==> src/sv/rbc_pkg.sv <==
// ----------------------------------------------------------------------------
// rbc_pkg
// Shared widths, register indexes and reset values for the reconnect backoff
// controller.
// ----------------------------------------------------------------------------
`default_nettype none

package rbc_pkg;

   localparam int unsigned TIME_W      = 32;
   localparam int unsigned REQ_DATA_W  = 40;
   localparam int unsigned RSP_DATA_W  = 40;
   localparam int unsigned CSR_INDEX_W = 2;
   localparam int unsigned CSR_DATA_W  = 32;

   typedef enum logic [CSR_INDEX_W-1:0] {
      CSR_RETRY_INITIAL   = 2'd0,
      CSR_RETRY_MAX       = 2'd1,
      CSR_CONNECT_TIMEOUT = 2'd2
   } csr_index_type;

   localparam logic [TIME_W-1:0] RETRY_INITIAL_RST   = 32'd1000;
   localparam logic [TIME_W-1:0] RETRY_MAX_RST       = 32'd60000;
   localparam logic [TIME_W-1:0] CONNECT_TIMEOUT_RST = 32'd15000;

endpackage : rbc_pkg

`default_nettype wire

==> src/sv/reconnect_backoff_controller_core.sv <==
// ----------------------------------------------------------------------------
// reconnect_backoff_controller_core
// Reconnect timer with exponential backoff, evaluated once per poll.
//
// Channel  Direction  Handshake              Contents
// req      in         req_tvalid/req_tready  now_ms, link_up
// rsp      out        rsp_tvalid/rsp_tready  start, abort, connected, retry, delay
// csr      in         csr_we                 retry_initial, retry_max, timeout
//
// One poll is taken every cycle while the result stage is not stalled; an
// accepted transaction passes the input register and then the result
// register before its result is valid.
// The poll's arithmetic is a few 32-bit subtracts and compares and one add.
// Reset is synchronous; it clears control state and loads register defaults.
// A stalled result holds its register; the input stage keeps accepting as
// long as the result register will be free on the same edge.
// ----------------------------------------------------------------------------
`default_nettype none

module reconnect_backoff_controller_core
   import rbc_pkg::*;
(
   input  wire logic                   clock,
   input  wire logic                   reset,

   input  wire logic                   req_tvalid,
   output logic                        req_tready,
   // [31:0] now_ms, [32] link_up, [39:33] zero
   input  wire logic [REQ_DATA_W-1:0]  req_tdata,

   output logic                        rsp_tvalid,
   input  wire logic                   rsp_tready,
   // [0] start_attempt, [1] abort_attempt, [2] is_connected,
   // [3] retry_scheduled, [35:4] scheduled_delay_ms, [39:36] zero
   output logic [RSP_DATA_W-1:0]       rsp_tdata,

   input  wire logic                   csr_we,
   input  wire logic [CSR_INDEX_W-1:0] csr_index,
   input  wire logic [CSR_DATA_W-1:0]  csr_wdata
);

   logic [TIME_W-1:0] retry_initial_ff;
   logic [TIME_W-1:0] retry_max_ff;
   logic [TIME_W-1:0] timeout_ff;

   logic              s1_valid_ff;
   logic [TIME_W-1:0] s1_now_ff;
   logic              s1_link_ff;

   logic              started_ff,    started_in;
   logic              connected_ff,  connected_in;
   logic              running_ff,    running_in;
   logic [TIME_W-1:0] start_time_ff, start_time_in;
   logic [TIME_W-1:0] next_time_ff,  next_time_in;
   logic [TIME_W-1:0] backoff_ff,    backoff_in;

   logic              rsp_valid_ff;
   logic [RSP_DATA_W-1:0] rsp_data_ff, rsp_data_in;

   logic              advance;
   logic [TIME_W-1:0] backoff_eff;
   logic [TIME_W-1:0] next_eff;
   logic [TIME_W-1:0] backoff_grown;
   logic [TIME_W-1:0] elapsed;
   logic [TIME_W-1:0] wait_diff;
   logic [TIME_W-1:0] neg_backoff;
   logic              timed_out;
   logic              due_wait;
   logic              due_drop;
   logic              start_flag;
   logic              abort_flag;
   logic              sched_flag;
   logic [TIME_W-1:0] delay_val;

   assign advance    = s1_valid_ff && (!rsp_valid_ff || rsp_tready);
   assign req_tready = !s1_valid_ff || advance;
   assign rsp_tvalid = rsp_valid_ff;
   assign rsp_tdata  = rsp_data_ff;

   always_ff @(posedge clock) begin
      if (reset) begin
         retry_initial_ff <= RETRY_INITIAL_RST;
         retry_max_ff     <= RETRY_MAX_RST;
         timeout_ff       <= CONNECT_TIMEOUT_RST;
      end else if (csr_we) begin
         unique case (csr_index_type'(csr_index))
            CSR_RETRY_INITIAL:   retry_initial_ff <= csr_wdata;
            CSR_RETRY_MAX:       retry_max_ff     <= csr_wdata;
            CSR_CONNECT_TIMEOUT: timeout_ff       <= csr_wdata;
            default: ;
         endcase
      end
   end

   always_ff @(posedge clock) begin
      if (reset) begin
         s1_valid_ff <= 1'b0;
      end else if (req_tready) begin
         s1_valid_ff <= req_tvalid;
      end
   end

   always_ff @(posedge clock) begin
      if (req_tready && req_tvalid) begin
         s1_now_ff  <= req_tdata[TIME_W-1:0];
         s1_link_ff <= req_tdata[TIME_W];
      end
   end

   always_comb begin
      backoff_eff   = started_ff ? backoff_ff : retry_initial_ff;
      next_eff      = started_ff ? next_time_ff : s1_now_ff;
      backoff_grown = (backoff_eff >= (retry_max_ff >> 1)) ? retry_max_ff
                                                           : {backoff_eff[TIME_W-2:0], 1'b0};
      elapsed       = s1_now_ff - start_time_ff;
      timed_out     = elapsed >= timeout_ff;
      wait_diff     = s1_now_ff - next_eff;
      due_wait      = !wait_diff[TIME_W-1];
      neg_backoff   = '0 - backoff_eff;
      due_drop      = !neg_backoff[TIME_W-1];

      started_in    = 1'b1;
      connected_in  = connected_ff;
      running_in    = running_ff;
      start_time_in = start_time_ff;
      next_time_in  = next_eff;
      backoff_in    = backoff_eff;
      start_flag    = 1'b0;
      abort_flag    = 1'b0;
      sched_flag    = 1'b0;
      delay_val     = '0;

      priority if (s1_link_ff) begin
         if (!connected_ff) begin
            connected_in = 1'b1;
            running_in   = 1'b0;
            backoff_in   = retry_initial_ff;
         end
      end else if (connected_ff) begin
         connected_in = 1'b0;
         running_in   = 1'b0;
         sched_flag   = 1'b1;
         delay_val    = backoff_eff;
         next_time_in = s1_now_ff + backoff_eff;
         backoff_in   = backoff_grown;
         if (due_drop) begin
            running_in    = 1'b1;
            start_time_in = s1_now_ff;
            start_flag    = 1'b1;
         end
      end else if (running_ff) begin
         if (timed_out) begin
            running_in   = 1'b0;
            abort_flag   = 1'b1;
            sched_flag   = 1'b1;
            delay_val    = backoff_eff;
            next_time_in = s1_now_ff + backoff_eff;
            backoff_in   = backoff_grown;
         end
      end else begin
         if (due_wait) begin
            running_in    = 1'b1;
            start_time_in = s1_now_ff;
            start_flag    = 1'b1;
         end
      end

      rsp_data_in = {4'b0000, delay_val, sched_flag, connected_in, abort_flag, start_flag};
   end

   always_ff @(posedge clock) begin
      if (reset) begin
         started_ff    <= 1'b0;
         connected_ff  <= 1'b0;
         running_ff    <= 1'b0;
         start_time_ff <= '0;
         next_time_ff  <= '0;
         backoff_ff    <= '0;
      end else if (advance) begin
         started_ff    <= started_in;
         connected_ff  <= connected_in;
         running_ff    <= running_in;
         start_time_ff <= start_time_in;
         next_time_ff  <= next_time_in;
         backoff_ff    <= backoff_in;
      end
   end

   always_ff @(posedge clock) begin
      if (reset) begin
         rsp_valid_ff <= 1'b0;
      end else if (advance) begin
         rsp_valid_ff <= 1'b1;
      end else if (rsp_tready) begin
         rsp_valid_ff <= 1'b0;
      end
   end

   always_ff @(posedge clock) begin
      if (advance) begin
         rsp_data_ff <= rsp_data_in;
      end
   end

   // A result never both starts and aborts an attempt.
   a_start_abort_excl: assert property (@(posedge clock) disable iff (reset)
      rsp_valid_ff |-> !(rsp_data_ff[0] && rsp_data_ff[1]))
      else $error("start and abort in one result");

   // An abort always schedules a retry.
   a_abort_schedules: assert property (@(posedge clock) disable iff (reset)
      (rsp_valid_ff && rsp_data_ff[1]) |-> rsp_data_ff[3])
      else $error("abort without scheduled retry");

   // While connected, no attempt is started or aborted.
   a_connected_quiet: assert property (@(posedge clock) disable iff (reset)
      (rsp_valid_ff && rsp_data_ff[2]) |-> (!rsp_data_ff[0] && !rsp_data_ff[1]))
      else $error("attempt activity while connected");

   // A poll with the link up leaves the block connected with no attempt running.
   a_link_up_state: assert property (@(posedge clock) disable iff (reset)
      (advance && s1_link_ff) |=> (connected_ff && !running_ff && started_ff))
      else $error("link up did not settle the connection state");

   // A stalled result holds its register until taken.
   a_rsp_hold: assert property (@(posedge clock) disable iff (reset)
      (rsp_valid_ff && !rsp_tready) |=> (rsp_valid_ff && $stable(rsp_data_ff)))
      else $error("stalled result changed");

endmodule : reconnect_backoff_controller_core

`default_nettype wire
==> config.mk <==
export PLATFORM = sky130hd
export DESIGN_NAME = reconnect_backoff_controller_core
export DESIGN_NICKNAME = d
export VERILOG_FILES = /design/src/sv/rbc_pkg.sv /design/src/sv/reconnect_backoff_controller_core.sv
export SDC_FILE = /design/constraint.sdc
export NUM_CORES = 1
export LEC_CHECK = 0
export CAP_MARGIN = 20
export CORE_MARGIN = 3
export CORE_UTILIZATION = 45
export CTS_BUF_LIST = sky130_fd_sc_hd__clkbuf_2 sky130_fd_sc_hd__clkbuf_4 sky130_fd_sc_hd__clkbuf_8
export CTS_CLUSTER_DIAMETER = 100
export DETAILED_ROUTE_END_ITERATION = 7
export DONT_BUFFER_PORTS = 1
export GPL_TIMING_DRIVEN = 0
export SYNTH_ARGS = -nofsm -noshare
export SYNTH_HDL_FRONTEND = slang
export SYNTH_SLANG_ARGS = --single-unit
==> constraint.sdc <==
create_clock -name clock -period 6.8 [get_ports clock]
set_input_delay 1.02 -clock clock [delete_from_list [all_inputs] [get_ports clock]]
set_output_delay 1.02 -clock clock [all_outputs]
set_load 0.01 [all_outputs]
After elaboration in Yosys (flattened, before gate mapping)
Index checks and enable logic that the tools add are counted.
{ "word_totals": {"inputBits": 79, "ff_bits": 266, "wordCells": 77} }
{ "op_classes": {"muxes": 34, "add_sub_neg": 4, "magnitude_cmp": 2, "n_eq_ne": 6, "n_bitwise": 1, "n_reduce_logical": 14} }
{ "ops": {"columns": ["operator", "n"], "rows": [
  ["$mux 32", 19],
  ["$sub 32x32->32", 2],
  ["$add 32x32->32", 1],
  ["$ge 32x31->1", 1],
  ["$ge 32x32->1", 1],
  ["$sub 1x32->32 const A", 1],
  ["$mux 1", 15],
  ["$ne 2x2->1 const B", 4],
  ["$reduce_and 2->1", 4],
  ["$reduce_and 5->1", 1],
  ["$eq 2x1->1 const B", 1],
  ["$eq 2x2->1 const B", 1],
  ["$logic_and 1x1->1", 2],
  ["$logic_not 1->1", 2],
  ["$logic_not 2->1", 1],
  ["$logic_or 1x1->1", 2],
  ["$reduce_bool 2->1", 1],
  ["$reduce_or 2->1", 1],
  ["$not 1->1", 1]
]} }

Logic depth before layout (Yosys ltp)
Gate-level depths: netlist (run 1).
{ "depth": {"word_depth": 7, "depth_mapped": 27} }

Worst setup path before layout (run 1)
OpenSTA, ideal clock, no wires.
{ "synth_path": {"kind": "flip-flop to flip-flop", "from": "register s1_now_ff[0]", "to": "register rsp_data_ff[5], in the netlist rsp_tdata[5], data pin", "path_stages_with_launch": 25, "path_slack_ns": 1.433, "arrival_time_ns": 5.097, "required_ns": 6.530, "setup_ns": 0.270, "path_cell_list": "edfxtp_1 > inv_1 > ha_1 > inv_1 > fa_1 > a211oi_1 > o21a_1 > o21ai_1 > a31oi_1 > nor4_1 > o41ai_2 > o2111ai_1 > o31ai_1 > xnor2_1 > ha_1 > nand4_1 > nor3_1 > o21ai_0 > o22ai_1 > o31ai_1 > a31o_1 > clkbuf_1 > clkbuf_1 > buf_1 > nor2_1"} }
{ "synth_via": {"elab_chain_len": 5} }
{ "synth_rtl": {"columns": ["element", "line_no", "source"], "rows": [
  ["start: declaration", "reconnect_backoff_controller_core.sv:47", "logic [TIME_W-1:0] s1_now_ff;"],
  ["start signal: assignment", "reconnect_backoff_controller_core.sv:105", "s1_now_ff <= req_tdata[TIME_W-1:0];"],
  ["$sub 32x32->32", "reconnect_backoff_controller_core.sv:115", "elapsed = s1_now_ff - start_time_ff;"],
  ["$ge 32x32->1", "reconnect_backoff_controller_core.sv:116", "timed_out = elapsed >= timeout_ff;"],
  ["$mux 32", "reconnect_backoff_controller_core.sv:152", "if (timed_out) begin"],
  ["$mux 32", "reconnect_backoff_controller_core.sv:151", "end else if (running_ff) begin"],
  ["$mux 32", "reconnect_backoff_controller_core.sv:139", "end else if (connected_ff) begin"],
  ["end signal: assignment", "reconnect_backoff_controller_core.sv:201", "rsp_data_ff <= rsp_data_in;"],
  ["end: declaration", "reconnect_backoff_controller_core.sv:58", "logic [RSP_DATA_W-1:0] rsp_data_ff, rsp_data_in;"]
]} }
No other way between the ends.
A chain may end at the register's enable or synchronous reset.

Final worst setup path (run 1)
{ "layout_path": {"from": "register s1_now_ff[0]", "to": "register next_time_ff[12]"} }
{ "layout_via": {"elab_chain_len": 6, "elab_cells_between_ends": 7, "cone_classes": "add/sub: 2; order compare: 1; mux: 4"} }
{ "layout_rtl": {"columns": ["element", "line_no", "source"], "rows": [
  ["$sub 32x32->32", "reconnect_backoff_controller_core.sv:115", null],
  ["$ge 32x32->1", "reconnect_backoff_controller_core.sv:116", null],
  ["$mux 32", "reconnect_backoff_controller_core.sv:152", null],
  ["$mux 32", "reconnect_backoff_controller_core.sv:151", null],
  ["$mux 32 (*)", "reconnect_backoff_controller_core.sv:139", null],
  ["$mux 32 (*)", "reconnect_backoff_controller_core.sv:133", "priority if (s1_link_ff) begin"],
  ["end signal: assignment", "reconnect_backoff_controller_core.sv:184", "next_time_ff <= next_time_in;"],
  ["end: declaration", "reconnect_backoff_controller_core.sv:54", "logic [TIME_W-1:0] next_time_ff, next_time_in;"]
]} }
Every way passes the cells marked *; elsewhere a longest branch is shown, timed or not.

==> results of run 1 <==
[final cells by class]
type / count / area, sq um / share of cell area
Multi-Input combinational cell: 1551 / 10300 / 0.538
Clock inverter: 11 / 145 / 0.00757
Clock buffer: 77 / 953 / 0.0497
Tap cell: 511 / 639 / 0.0333
Sequential cell: 266 / 6020 / 0.314
Inverter: 142 / 533 / 0.0278
Timing Repair Buffer: 3 / 35.0 / 0.00183
Buffer: 122 / 546 / 0.0284
[worst min-delay path: stages (launching register included)]
cell and delay [ns]:
dfxtp_1 0.31, nand2_1 0.05, a21oi_1 0.05
[worst paths after layout]
check                           slack, ns  depth (start not counted)             from               end
worst max register to register       0.34                         27     s1_now_ff[0]  next_time_ff[12]
worst min register to register       0.45                          2  next_time_ff[6]   next_time_ff[6]
worst max-delay path                 0.34                         27     s1_now_ff[0]  next_time_ff[12]
worst min-delay path                 0.45                          2  next_time_ff[6]   next_time_ff[6]
[state kept, by name (all words and copies together), names as in the netlist]
| signal | count |
|---|---|
| retry_initial_ff | 32 |
| next_time_ff | 32 |
| started_ff | 1 |
| start_time_ff | 32 |
| connected_ff | 1 |
| retry_max_ff | 32 |
| timeout_ff | 32 |
| s1_link_ff | 1 |
| backoff_ff | 32 |
| s1_valid_ff | 1 |
| running_ff | 1 |
| s1_now_ff | 32 |
| rsp_tdata | 36 |
| rsp_tvalid | 1 |
[power by group]
part / total [uW] / switching, uW / internal, uW
clock: 1730 / 728 / 1000
combinational: 1030 / 664 / 364
sequential: 1770 / 68.5 / 1700
[through the flow]
stage	instances	setup slack [ns]	hold WS (ns)
after floorplan	2082	1.43	0.432
after global placement	2593	-0.734	0.439
after detailed placement	2594	-0.751	0.447
after CTS	2682	0.0438	0.429
after global routing	2683	0.00248	0.445
final	2683	0.336	0.452
[logic make-up after synthesis]
| group | after synthesis | synth area share |
|---|---|---|
| AND/OR/NAND/NOR | 714 | 0.183 |
| AO/OA/AOI/OAI | 526 | 0.210 |
| flip-flops | 266 | 0.346 |
| multiplexers | 97 | 0.0589 |
| buffers and inverters | 265 | 0.0615 |
| adder cells (fa/ha/maj) | 157 | 0.114 |
| other | 1 | 0.000216 |
| XOR/XNOR | 53 | 0.0267 |
[repair_timing]
| item | CTS | global route |
|---|---|---|
| hold buffers | 0 | 0 |
| gates resized for setup | 9 | 8 |
| pin swaps | 0 | 1 |
| buffers inserted | 0 | 2 |
| setup endpoints to repair | 95 | 94 |
[synth_stat cells (22+ instances only)]
master / number
nand2_1: 254
nor2_1: 245
dfxtp_1: 197
a21oi_1: 162
ha_1: 155
inv_1: 139
clkbuf_1: 89
mux2i_1: 83
nor3_1: 70
edfxtp_1: 69
o211ai_1: 66
a21o_1: 43
xnor2_1: 40
o21ai_0: 39
a2111oi_0: 32
nor4_1: 31
a211oi_1: 28
o211a_1: 27
nand4_1: 26
o21a_1: 22
[metal layers]
metal	part of all wire	GRT usage	vias up
li1	-	-	7573
met1	0.44	0.385	7467
met2	0.45	0.449	708
met3	0.078	0.0528	152
met4	0.041	0.123	4
met5	0.00045	0	-
==> flow_metrics.py, run 1 <==
metrics = {
    "cts": {
        "cts_buffers": 48,
        "clk_pin_slew_ns": 0.06,
        "ctsHtreeMaxLevel": 2,
        "clock-sinks": 266,
        "cts_root_buf": "clkbuf_8",
        "clock_latency_ns": 0.66,
        "clockBufferDepth": 3,
        "tritoncts": "done",
    },
    "final_layout": {
        "final_common_cell": "nand2_1",
        "stdcell_area_sq_mm": 0.0192,
        "layout_common_cells": "nand2_1 (254), nor2_1 (245), dfxtp_1 (197), a21oi_1 (162), ha_1 (155)",
        "area_growth_syn_to_layout_pct": 10.5,
        "final_nets": 2370,
        "fill_cells": 3700,
        "antenna_cells": 0,
        "post-route-util": 0.507,
        "final_layout_size_suffix_gt1_frac": 0.0723,
    },
    "sta": {
        "slew_headroom": 0.327,
        "hold_viol": 0,
        "setup_viol": 0,
        "fin_tns_setup_ns": 0,
        "max_freq_mhz": 155,
        "fin_skew_ns": 0.0488,
        "min_period_ns": 6.46,
        "worst_slew_pin_slew_ns": 0.985,
        "fin_crit_sh": 0.951,
        "maxSlewViolCount": 0,
        "rsz0062_at_grt": "false",
    },
    "critical_path": {
        "cp.required_ns": 7.28,
        "worstSetupStartpointType": "flop",
        "critPathBufInv": 6,
        "path_max_fanout": 10,
        "crit_arrival_ns": 6.95,
        "worstSetupPathType": "flop to flop",
        "cpPeakStageDelay_ns": 0.50,
        "worst_setup_path_end_kind": "flop",
        "critPathTopFamily": "compound AO/OA/AOI/OAI gates",
        "cpMaxStageDelayCell": "edfxtp_1",
    },
    "floorplanning": {
        "die_y_microns": 202,
        "io_pins": 121,
        "rows": 71,
        "start_util": 0.459,
        "core_sq_mm": 0.0378,
        "die_w_microns": 202,
        "die-area_sq_mm": 0.0410,
    },
    "detailed_routing": {
        "wl_microns": 59800,
        "drc_errors": 0,
        "wire_per_inst_microns": 22.3,
        "firstDrtPassIters": 5,
        "avgViaCountPerCell": 5.93,
        "vias": 15904,
        "route.antenna.remaining_nets": 0,
        "drt-initial-drc-count": 1561,
    },
    "placed_design": {
        "finalWeightedCongestion": 0.958,
        "dpl-instance-area_sq_mm": 0.0180,
        "port_buffers": 0,
        "detailed_place_hpwl_microns": 45300,
    },
    "global_routing": {
        "grt_max_degree": 36,
        "grt_pass1_wl_microns": 90700,
        "antenna_found_initial": 2,
        "overflow": 0,
        "grt_pass1_vias": 15260,
        "grt_usage": 0.286,
    },
    "power": {
        "power.total_uw": 4530,
        "ir_drop_v": 0.000144,
        "p_leak_uw": 0.00777,
        "power_density_mw_per_mm2": 236,
    },
    "min_path": {
        "hold_path_class": "flop to flop",
    },
    "logic_synthesis": {
        "synth_area_sq_mm": 0.0174,
        "async_reset_ff_frac": 0,
        "ys_seq_area_frac": 0.346,
        "synth-seq-cells": 266,
        "synth_top_area_cell": "dfxtp_1",
        "netlist.area_leader.share": 0.227,
        "synth_area_leaders": "dfxtp_1 (23%), edfxtp_1 (12%), ha_1 (11%), nand2_1 (5.5%), nor2_1 (5.3%)",
        "ys_types": 75,
        "yosys_most_used_dff": "dfxtp_1",
        "yosys_warnings": 0,
        "synthCells": 2079,
        "avgSynthCellArea_sq_um": 8.35,
        "synth_enable_flop_cells": 69,
    },
    "outcome": {
        "status": "completed",
    },
    "run": {
        "max_cap_violations": 0,
    },
}
Power figures use the tool's default switching activity.
==> inputs of run 2 (changes only) <==
- BUFFER_PORTS_ARGS: default -> -buffer_cell sky130_fd_sc_hd__buf_4
- DONT_BUFFER_PORTS: 1 -> default
==> run 2 against run 1 <==
Net effect:
- design area up 4.3%
- clock skew down 0.014 ns
- worst hold slack worse by 0.0025 ns
- sequential power about the same
- critical path type unchanged
- largest power group unchanged
==> flow_metrics.py, run 2 (synthesized netlist as in run 1, its figures left out) <==
metrics = {
    "critical_path": {
        "critPathBufInv": 1,
        "crit_start": "s1_now_ff[1]",
        "path_max_fanout": 10,
        "critPathTopFamily": "compound AO/OA/AOI/OAI gates",
        "worst_setup_path_end_kind": "flop",
        "cp.required_ns": 7.30,
        "worstSetupPathType": "flop to flop",
        "cpPeakStageDelay_ns": 0.63,
        "path_cells": "ha_1 -> nor2b_1 -> o31a_1 -> o21ai_0 -> a31oi_1 -> a41oi_1 -> o211ai_1 -> a31o_1 -> a21oi_1 -> xnor2_1 -> ha_1 -> nand4_1 -> nor3_2 -> o21ai_0 -> o22ai_1 -> o31ai_2 -> nand3_1 -> clkbuf_1 -> o211ai_1 -> a2111oi_0 -> nor4_1",
        "worstSetupStartpointType": "flop",
        "crit_arrival_ns": 6.96,
        "r2r-start": "s1_now_ff[1]",
        "cpMaxStageDelayCell": "o21ai_0",
    },
    "placed_design": {
        "dpl-instance-area_sq_mm": 0.0188,
        "detailed_place_hpwl_microns": 45400,
        "finalWeightedCongestion": 0.986,
        "place_ws_ns": -0.771,
        "port_buffers": 108,
    },
    "final_layout": {
        "area_growth_syn_to_layout_pct": 15.2,
        "layout_common_cells": "nand2_1 (254), nor2_1 (245), dfxtp_1 (197), a21oi_1 (162), ha_1 (155)",
        "final_layout_size_suffix_gt1_frac": 0.116,
        "final_common_cell": "nand2_1",
        "final_nets": 2478,
        "largest_reg_flops": 36,
        "antenna_cells": 0,
        "stdcell_area_sq_mm": 0.0200,
    },
    "floorplanning": {
        "die-area_sq_mm": 0.0410,
        "die_y_microns": 202,
        "die_w_microns": 202,
        "core_sq_mm": 0.0378,
        "rows": 71,
        "io_pins": 121,
        "start_util": 0.459,
    },
    "detailed_routing": {
        "route.antenna.remaining_nets": 0,
        "avgViaCountPerCell": 5.86,
        "vias": 16351,
        "drc_errors": 0,
        "wire_per_inst_microns": 21.3,
        "firstDrtPassIters": 5,
        "wl_microns": 59400,
        "drt-initial-drc-count": 1333,
    },
    "sta": {
        "rsz0062_at_grt": "false",
        "fin_crit_sh": 0.950,
        "holdWs_ns": 0.449,
        "fin_tns_setup_ns": 0,
        "max_freq_mhz": 155,
        "hold_viol": 0,
        "min_period_ns": 6.46,
        "maxSlewViolCount": 0,
        "worst_slew_pin_slew_ns": 1.05,
        "timing.final.ws_setup_ns": 0.338,
        "slew_headroom": 0.303,
        "fin_skew_ns": 0.0352,
        "setup_viol": 0,
    },
    "power": {
        "seqPwrFrac": 0.384,
        "switching_share": 0.322,
        "p_leak_uw": 0.00828,
        "pwr-share-comb": 0.237,
        "p_int_uw": 3110,
        "power.total_uw": 4590,
        "net-switching-power_uw": 1480,
        "power_density_mw_per_mm2": 230,
        "clkPwrFrac": 0.379,
        "ir_drop_v": 0.000134,
    },
    "cts": {
        "cts_buffers": 48,
        "clock_latency_ns": 0.65,
        "cts_root_buf": "clkbuf_8",
        "ctsHtreeMaxLevel": 2,
        "clock-sinks": 266,
        "tritoncts": "done",
        "postCtsHoldBufs": 0,
        "clockBufferDepth": 3,
        "clk_pin_slew_ns": 0.06,
    },
    "min_path": {
        "hold_path_class": "flop to flop",
        "hold_start": "next_time_ff[6]",
    },
    "global_routing": {
        "grt_pass1_wl_microns": 90700,
        "grt_usage": 0.284,
        "grt_max_degree": 35,
        "grt_pass1_vias": 15675,
        "antenna_found_initial": 1,
        "overflow": 0,
    },
    "outcome": {
        "status": "completed",
    },
    "run": {
        "max_cap_violations": 0,
    },
}
-- run 2: changes by cell type in the layout (fill, tap and decap cells not counted), sizes merged --
cell and delta:
buf +109, clkbuf -4, clkinv +3, clkinvlp +1
-- run 2: worst paths after layout --
path                      to  depth (start not counted)  slack, ns
min reg2reg  next_time_ff[6]                          2       0.45
max reg2reg   backoff_ff[26]                         21       0.34
min          next_time_ff[6]                          2       0.45
max           backoff_ff[26]                         21       0.34
-- run 2: cell type report --
cell class	count	area (sq um)
clock inverter	15	155
clock buffer	74	950
fill	3701	17800
sequential	266	6020
buffer	122	544
inverter	142	533
tap	511	639
multi-input combinational	1551	10300
timing repair buffer	111	846
-- run 2: what timing repair did --
action,in CTS,in global routing
endpoints found under the setup margin,94,90
gates resized for setup,9,7
buffers inserted,0,2
pin swaps,0,1
endpoints found under the hold margin,0,0
-- run 2: tightest hold or removal path, delay by kind of cell, from the launching register on --
family          cells  cell delay (ns)
flops               1             0.31
simple gates        1             0.05
compound gates      1             0.05
-- run 2: power by group through the flow --
stage	registers, uW	logic (uW)	clock network, uW
2_1_floorplan	1780	723	0
3_3_place_gp	1800	1040	0
3_5_place_dp	1800	1060	0
4_1_cts	1760	1060	1770
5_1_grt	1770	1190	1840
6_report	1760	1090	1740
-- run 2: metal layers --
metal	track usage	routed length, microns
met2	0.451	26800
met3	0.0543	4590
met5	0	7
met1	0.379	25500
met4	0.122	2430
-- run 2: through the flow --
step / util / cells
5_1_grt: 0.529 / 2792
3_5_place_dp: 0.498 / 2702
3_3_place_gp: 0.497 / 2701
4_1_cts: 0.528 / 2791
2_1_floorplan: - / 2082
6_report: 0.529 / 2792
==> inputs of run 3 (changes only) <==
- CORE_UTILIZATION: 45 -> 60
- PLACE_DENSITY: default -> 0.79
==> run 3 against run 2 <==
Net effect:
- critical path depth did not move
- core utilization rose by 17 points
- global-route usage rose by 8.4 points
- critical endpoint is now next_time_ff[10]
- largest power group unchanged
==> flow_metrics.py, run 3 (synthesized netlist as in run 1, its figures left out) <==
metrics = {
    "outcome": {
        "status": "completed",
    },
    "min_path": {
        "hold_path_class": "flop to flop",
        "hold_start": "timeout_ff[28]",
    },
    "cts": {
        "postCtsHoldBufs": 0,
        "clk_pin_slew_ns": 0.07,
        "cts_root_buf": "clkbuf_8",
        "clock-sinks": 266,
        "clock_latency_ns": 0.61,
        "tritoncts": "done",
        "cts_buffers": 47,
        "clockBufferDepth": 3,
        "ctsHtreeMaxLevel": 2,
    },
    "floorplanning": {
        "rows": 61,
        "start_util": 0.617,
        "die_y_microns": 176,
        "die_w_microns": 176,
        "io_pins": 121,
        "core_sq_mm": 0.0282,
        "die-area_sq_mm": 0.0310,
    },
    "final_layout": {
        "final_layout_size_suffix_gt1_frac": 0.116,
        "final_nets": 2477,
        "layout_common_cells": "nand2_1 (254), nor2_1 (245), dfxtp_1 (197), a21oi_1 (162), ha_1 (155)",
        "final_common_cell": "nand2_1",
        "layout.cells.non_filler": 2659,
        "fill_cells": 2350,
        "multi_input_area_sq_mm": 0.0103,
        "register_area_sq_mm": 0.00602,
        "largest_reg_flops": 36,
        "area_growth_syn_to_layout_pct": 13.7,
    },
    "global_routing": {
        "overflow": 0,
        "antenna_found_initial": 1,
        "grt_max_degree": 39,
        "grt_pass1_vias": 15699,
        "grt_pass1_wl_microns": 88700,
        "grt_usage": 0.368,
    },
    "detailed_routing": {
        "wl_microns": 58900,
        "vias": 16993,
        "route.antenna.remaining_nets": 0,
        "drc_errors": 0,
        "avgViaCountPerCell": 6.39,
        "firstDrtPassIters": 6,
        "drt-initial-drc-count": 2086,
        "wire_per_inst_microns": 22.2,
    },
    "sta": {
        "setup_viol": 0,
        "max_freq_mhz": 154,
        "fin_skew_ns": 0.0209,
        "rsz0062_at_grt": "false",
        "maxSlewViolCount": 0,
        "worst_slew_pin_slew_ns": 1.14,
        "min_period_ns": 6.47,
        "slew_headroom": 0.242,
        "holdWs_ns": 0.457,
        "fin_crit_sh": 0.952,
        "hold_viol": 0,
    },
    "critical_path": {
        "worstSetupPathType": "flop to flop",
        "worstSetupStartpointType": "flop",
        "r2r-start": "s1_now_ff[1]",
        "cp.required_ns": 7.26,
        "crit_start": "s1_now_ff[1]",
        "crit_arrival_ns": 6.93,
        "worst_setup_path_end_kind": "flop",
        "path_max_fanout": 10,
    },
    "placed_design": {
        "dp.cells": 2569,
        "finalWeightedCongestion": 1.00,
        "port_buffers": 108,
        "detailed_place_hpwl_microns": 44300,
    },
    "power": {
        "power_density_mw_per_mm2": 227,
        "ir_drop_v": 0.000197,
        "p_leak_uw": 0.00824,
    },
    "run": {
        "max_cap_violations": 0,
    },
}
[run 3: changes by cell type in the layout (fill, tap and decap cells not counted), moves of 2 or more]
cell / delta
clkinv_2: +3
clkbuf_2: +3
clkinvlp_4: +3
clkinv_1: +2
clkbuf_8: -9
clkbuf_4: +2
clkbuf_1: -3
[run 3: per-layer routing]
metal	routed length, microns	track usage
met4	2970	0.171
met3	6210	0.0624
met5	0	0
met2	25600	0.567
met1	24200	0.504
[run 3: worst max-delay path, cell delays in order, from the launching register on]
cell      delay [ns]
edfxtp_1        0.55
ha_1            0.35
nor2b_1         0.14
o31a_1          0.29
o21ai_0         0.70
a31oi_1         0.29
a41oi_1         0.45
o211ai_1        0.21
a31o_1          0.25
a21oi_1         0.18
xnor2_1         0.15
ha_1            0.26
nand4_1         0.18
nor3_4          0.09
o21ai_0         0.09
o22ai_1         0.11
o31ai_2         0.47
a31o_1          0.50
clkbuf_1        0.66
nand2_1         0.13
a21oi_1         0.19
nor3_1          0.06
[run 3: path summary, 6_finish.rpt]
kind	slack, ns	to	depth (start not counted)
worst max-delay path	0.33	next_time_ff[10]	21
worst max register to register	0.33	next_time_ff[10]	21
worst min-delay path	0.46	timeout_ff[28]	2
worst min register to register	0.46	timeout_ff[28]	2
[run 3: final cells by class]
type	instances	area share
Clock inverter	21	0.00817
Antenna cell	1	0.000127
Timing Repair Buffer	111	0.0428
Sequential cell	266	0.305
Tap cell	378	0.0239
Buffer	122	0.0277
Inverter	142	0.0270
Clock buffer	67	0.0426
Multi-Input combinational cell	1551	0.523
[run 3: report_power, final]
group	switching, uW	internal, uW
clock network	731	878
registers	61.2	1700
logic	701	403
total	1490	2980
[run 3: what timing repair did]
item                                    in CTS  in global routing
pin swaps                                    0                  1
endpoints found under the setup margin      96                 94
buffers inserted                             0                  2
resized for setup                           10                 12
[run 3: metrics by stage]
step                TNS [ns]  setup WS, ns  area, sq um  total power [uW]  utilization
finish                     0         0.325        19700              4480        0.701
CTS                        0        0.0440        19700              4440        0.700
global route               0       0.00767        19700              4660        0.701
detailed placement    -36.44        -0.617        18700              2850        0.663
floorplan                  0          1.43        17400              2500            -
global placement      -33.40        -0.580        18700              2820        0.662
